<file path="src/rtl/lzwc_pkg.sv">
`default_nettype none
// ----------------------------------------------------------------------------
// lzwc_pkg
// shared constants and controller/datapath handshake structs for the
// 12-bit lzw compressor
// ----------------------------------------------------------------------------
package lzwc_pkg;

  localparam int BYTE_W        = 8;
  localparam int CODE_W        = 12;
  localparam int KEY_W         = CODE_W + BYTE_W;
  localparam int NFREE_W       = 13;
  localparam int FIRST_CODE    = 256;
  localparam int DICT_SIZE_DEF = 4096;
  localparam int NIB_W         = 4;

  // output queue
  localparam int FIFO_DEPTH = 8;
  localparam int FIFO_AW    = 3;
  localparam int FIFO_CW    = 4;
  localparam int FIFO_SLACK = 4;   // worst-case bytes caused by one request

  // commands from controller to datapath
  typedef struct packed {
    logic idle;        // may take a new request
    logic take;        // latch incoming byte, compute home slot
    logic first;       // first byte of stream becomes prefix
    logic hash_rd;     // read hash slot
    logic dict_rd;     // latch slot code, read dictionary entry
    logic probe_next;  // advance to next slot
    logic hit;         // prefix takes matched code
    logic miss;        // queue prefix code, insert pair, restart prefix
    logic flush_load;  // queue final prefix code
    logic emit_a;      // first byte of a code
    logic emit_b;      // second byte of a code
    logic emit_pad;    // padding byte
    logic clear;       // end of stream
  } cmd_t;

  // status from datapath to controller
  typedef struct packed {
    logic fire;
    logic last;
    logic prefix_valid;
    logic owned;
    logic match;
    logic pending;
    logic flush;
  } sts_t;

endpackage
`default_nettype wire

</file>
<file path="src/rtl/lzwc_ctrl.sv">
`default_nettype none
// ----------------------------------------------------------------------------
// lzwc_ctrl
// sequencer: lookup probe loop, code byte emission and stream flush
// ----------------------------------------------------------------------------
module lzwc_ctrl (
  input  wire logic          clk,
  input  wire logic          rst,
  input  wire lzwc_pkg::sts_t sts,
  output      lzwc_pkg::cmd_t cmd
);
  import lzwc_pkg::*;

  localparam logic [3:0] ST_IDLE  = 4'd0;
  localparam logic [3:0] ST_GO    = 4'd1;
  localparam logic [3:0] ST_HRD   = 4'd2;
  localparam logic [3:0] ST_DRD   = 4'd3;
  localparam logic [3:0] ST_CMP   = 4'd4;
  localparam logic [3:0] ST_FLUSH = 4'd5;
  localparam logic [3:0] ST_CODEA = 4'd6;
  localparam logic [3:0] ST_CODEB = 4'd7;
  localparam logic [3:0] ST_DONE  = 4'd8;
  localparam logic [3:0] ST_PAD   = 4'd9;

  logic [3:0] state, state_next;

  always_ff @(posedge clk) begin
    if (rst) begin
      state <= ST_IDLE;
    end else begin
      state <= state_next;
    end
  end

  always_comb begin
    cmd        = '0;
    state_next = state;
    unique case (state)
      ST_IDLE: begin
        cmd.idle = 1'b1;
        if (sts.fire) begin
          cmd.take   = 1'b1;
          state_next = ST_GO;
        end
      end
      ST_GO: begin
        if (!sts.prefix_valid) begin
          cmd.first  = 1'b1;
          state_next = sts.last ? ST_FLUSH : ST_IDLE;
        end else begin
          state_next = ST_HRD;
        end
      end
      ST_HRD: begin
        cmd.hash_rd = 1'b1;
        state_next  = ST_DRD;
      end
      ST_DRD: begin
        cmd.dict_rd = 1'b1;
        state_next  = ST_CMP;
      end
      ST_CMP: begin
        priority if (sts.match) begin
          cmd.hit    = 1'b1;
          state_next = sts.last ? ST_FLUSH : ST_IDLE;
        end else if (sts.owned) begin
          cmd.probe_next = 1'b1;
          state_next     = ST_HRD;
        end else begin
          cmd.miss   = 1'b1;
          state_next = ST_CODEA;
        end
      end
      ST_FLUSH: begin
        cmd.flush_load = 1'b1;
        state_next     = ST_CODEA;
      end
      ST_CODEA: begin
        cmd.emit_a = 1'b1;
        state_next = sts.pending ? ST_CODEB : ST_DONE;
      end
      ST_CODEB: begin
        cmd.emit_b = 1'b1;
        state_next = ST_DONE;
      end
      ST_DONE: begin
        priority if (sts.flush) begin
          if (sts.pending) begin
            state_next = ST_PAD;
          end else begin
            cmd.clear  = 1'b1;
            state_next = ST_IDLE;
          end
        end else if (sts.last) begin
          state_next = ST_FLUSH;
        end else begin
          state_next = ST_IDLE;
        end
      end
      ST_PAD: begin
        cmd.emit_pad = 1'b1;
        cmd.clear    = 1'b1;
        state_next   = ST_IDLE;
      end
      default: begin
        state_next = ST_IDLE;
      end
    endcase
  end

endmodule
`default_nettype wire

</file>
<file path="config.mk">
export PLATFORM = sky130hd
export DESIGN_NAME = lzwc_ctrl
export DESIGN_NICKNAME = d
export VERILOG_FILES = /design/src/rtl/lzwc_pkg.sv /design/src/rtl/lzwc_ctrl.sv
export SDC_FILE = /design/constraint.sdc
export NUM_CORES = 1
export LEC_CHECK = 0
export ABC_AREA = 1
export BUFFER_PORTS_ARGS = -buffer_cell sky130_fd_sc_hd__buf_2
export CAP_MARGIN = 20
export CORE_AREA = 2 2 39 41
export CTS_BUF_LIST = sky130_fd_sc_hd__clkbuf_4 sky130_fd_sc_hd__clkbuf_8
export DETAILED_ROUTE_END_ITERATION = 10
export DIE_AREA = 0 0 41 43
export SLEW_MARGIN = 15
export SYNTH_ARGS = -nofsm -noshare
export SYNTH_HDL_FRONTEND = slang
export SYNTH_SLANG_ARGS = --single-unit
export TNS_END_PERCENT = 5
</file>
<file path="constraint.sdc">
create_clock -name clk -period 1.2 [get_ports clk]
set_clock_uncertainty 0.1 [all_clocks]
set_input_delay 0.18 -clock clk [delete_from_list [all_inputs] [get_ports clk]]
set_output_delay 0.18 -clock clk [all_outputs]
set_load 0.03 [all_outputs]
</file>
## Word-level counts from Yosys, hierarchy flattened

Index checks and enable logic that the tools add are counted.

- Logic and storage cells: 40
- Output and inout port bits: 13
- Bits of input ports: 9
- Flip-flop bits (word level): 4

- Equal/unequal tests: 10
- Reductions and logical operators: 1
- Muxes and demuxes: 28

Operators by type and width:

| kind | number |
|---|---|
| 4-bit one-hot mux with 9 select lines | 1 |
| 4-bit two-way mux | 5 |
| 4-bit by 3-bit == test with 1-bit output, second input constant | 4 |
| 1-bit two-way mux | 16 |
| 3-bit two-way mux | 4 |
| 4-bit by 2-bit == test with 1-bit output, second input constant | 2 |
| 4-bit == test, second input constant | 2 |
| 4-bit by 1-bit == test with 1-bit output, second input constant | 1 |
| 4-bit zero test | 1 |
| 2-bit two-way mux | 1 |
| 2-bit != test, second input constant | 1 |
| 1-bit one-hot mux with 2 select lines | 1 |

## Longest topological paths before layout

- Depth after elaboration: 3
- Gate-level depth with buffers: 7
- Gate-level depth less buffers: 7

## Worst setup path after synthesis

OpenSTA, ideal clock, no wires.

- Kind: reg2out
- Start: reg state[0]
- End: out cmd[0] (netlist bit)
- Data required time: 0.920 ns
- Buffers on the path: 0
- Stages on the path, launching flop included: 5
- Data arrival time: 1.407 ns
- Setup slack: -0.487 ns
- Cell sequence: dfxtp_1 > inv_1 > nor2_1 > inv_1 > o21ai_0

RTL lines:

| item | RTL line | RTL |
|---|---|---|
| from (decl) | lzwc_ctrl.sv:25 | `logic [3:0] state, state_next;` |
| from (signal assigned) | lzwc_ctrl.sv:31 | `state <= state_next;` |
| to (decl) | lzwc_ctrl.sv:10 | `output lzwc_pkg::cmd_t cmd` |

==> metrics.md <==
| Metric | Value |
|---|---|
| Final WS setup | -0.264 ns |
| Core Area | ~0.0014 sq mm |
| Biggest regs | state x4 |
| Final period util | 122% |
| Max reg flops | 4 |
| Clock root buffer master | clkbuf_4 |
| Nets@finish | between 100 and 150 |
| Outcome | complete, but fails checks |
| CTS buffer count | 3 |
| Fraction of power consumed by sequential logic | 18.8% |
| Area added between synthesis and finish | 139% |
| DRC | 0 |
| Clock slew at reported path FFs | 0.04 ns |
| Min cycle time layout | 1.46 ns |
| Routability cong. | 0.881 |
| Gr usage total | 18.5% |
| Inst Count DP | between 100 and 150 |
| Worst skew pair latency | 0.24 ns |
| Hpwl dp | 1120 microns |
| GRT overflow | 0 |
| Endpoints failing hold | 0 |
| Clock Tree Buf Depth | 2 |
| Share of layout cells above drive strength 1 | 58.7% |
| Sequential area share after synthesis | 20.5% |
| Critical path class | reg2out |
| Final WL | ~1400 microns |
| PwrDens | 1060 mW/mm^2 |
| Ys Warns | 0 |
| Initial DRC Count | 17 |
| Clock power frac | between 20% and 30% |
| First-pass GRT wire length | between 2000 and 2500 microns |
| Antenna Violating Nets Remaining | 0 |
| Combinational share of power | between 50% and 60% |
| WL per Instance | 10.5 microns |
| Worst hold slack | 0.0278 ns |
| Pins over their slew limit | 0 |
| Clock sink count | 4 |
| H-tree levels | 1 |
| Worst Tran Pin Value | 0.157 ns |
| Failing checks | setup timing |
| CP Launch Type | register |
| Critical path's slowest cell | dfxtp_4 |
| CP max stage delay | 0.37 ns |
| # diodes | 0 |
| Syn Area/Cell | 5.00 sq um |
| CP max FO | 5 |
| Largest net degree at the start of global routing | 6 |
| CP arrival | 1.18 ns |
| Worst path cell trace | nor2_4, inv_2, nor3_4, buf_6 |
| Chip width | 41 microns |
| Syn Inst Count | 78 |
| Vias per inst | between 4 and 5 |
| Max-cap violations | 0 |
| Switch share | 42.6% |
| Fillcell total | 114 |
| Unique masters post-synth | 9 |
| Die area | 0.00176 sq mm |
| Post-Place Worst Slack | -0.126 ns |
| Io pins | 22 |
| Vias in the first global route | slightly below 600 |
| Layout Cells excl Fill | 137 |
| TNS Setup | -3.19 ns |
| DRT Pass-1 Iters | 4 |
| CTS tree | done |
| Int Power | 0.569 mW |
| Crit. End Element | output port |
| FF+latch count, synth | 4 |
| Syn nets | 87 |
| Initial Util | 28.2% |
| Lkg Pwr | 0.505 nW |
| Net Sw Power | between 0.4 and 0.5 mW |
| Top reg by flops | state |
| Final setup violation count | 16 |
| Peak VDD IR | 0.513 mV |
| Worst path required time | approximately 0.9 ns |
| Fin util | about two thirds |
| IO buf count | 21 |
| Max-slew headroom | 89.5% |
| Post-DP Area | 739 sq um |
| # rows | 14 |
| Cell area after synthesis | 390 sq um |
| Total power | 0.991 mW |
| Max Freq | 683 MHz |
| Worst min path class | in2reg |
| Initial antenna violation count | 0 |
| Design area | ~930 sq um |
| Die height | around 43 microns |
| Via count | 628 |
| RSZ-0062 raised after global routing | yes |
==> power by group through the flow <==
stage	Sequential (mW)	Combinational [mW]	Clock, mW
floorplan	0.182	0.300	0
CTS	0.185	0.585	0.220
detailed placement	0.180	0.490	0
global placement	0.180	0.488	0
finish	0.186	0.590	0.215
global route	0.189	0.638	0.228
==> critical path, delay by kind of cell, from the launching register on <==
kind,cells,cell delay [ns]
and+or+nand+nor,2,0.34
buffers and inverters,2,0.25
DFF,1,0.37
==> synth_stat cells (all sizes together) <==
master  number  share of area (%)
nor2        19                 18
nand4        1                1.6
inv         19                 18
nand2       13                 13
o21ai        3                3.8
nand3b       1                1.9
nand3       14                 18
nor3         4                5.1
dfxtp        4                 21
==> cell families (layout without fill, tap and decap cells) <==
group / count (synthesis) / after routing / synth area share, %
and+or+nand+nor: 52 / 52 / 57.4
buffers and inverters: 19 / 62 / 18.3
DFF: 4 / 4 / 20.5
AOI/OAI and AO/OA: 3 / 3 / 3.85
==> routing by layer <==
| metal | track usage [%] | up-vias | routed length [microns] |
|---|---|---|---|
| met3 | 3.14 | 0 | 30 |
| li1 | - | 331 | - |
| met2 | 32.5 | 9 | 798 |
| met5 | 0 | - | 0 |
| met1 | 23.8 | 288 | 614 |
| met4 | 0 | 0 | 0 |
==> layout make-up <==
class / count / area, sq um / share of cell area [%]
tap: 16 / 20.0 / 2.14
inverter: 19 / 81.3 / 8.70
sequential: 4 / 95.1 / 10.2
multi-input combinational: 55 / 387 / 41.4
timing repair buffer: 39 / 322 / 34.4
clock buffer: 4 / 30.0 / 3.21
==> layout by cell type (no fill, tap or decap), types with 4 or more instances in the layout <==
master     n
buf_4     18
nand3_1   14
inv_1     13
buf_6     13
nor2_4    10
nand2_1   10
nor2_1     9
buf_2      8
inv_4      4
clkbuf_4   4
dfxtp_4    4
==> worst paths after layout <==
kind                            startpoint  cells past startpoint  endpoint  slack [ns]
worst max-delay path              state[2]                      4   cmd[10]       -0.26
worst max register to register    state[0]                      8  state[2]       -0.06
worst min register to register    state[2]                      3  state[0]        0.54
worst min-delay path                   rst                      2  state[1]        0.03
==> timing repair <==
item | in CTS | in global routing
resized for setup | 47 | 0
endpoints found under the setup margin | 17 | 17
hold buffers | 0 | 0
buffers inserted | 2 | 1
pin swaps | 10 | 4
(Power assumes the default switching activity.)
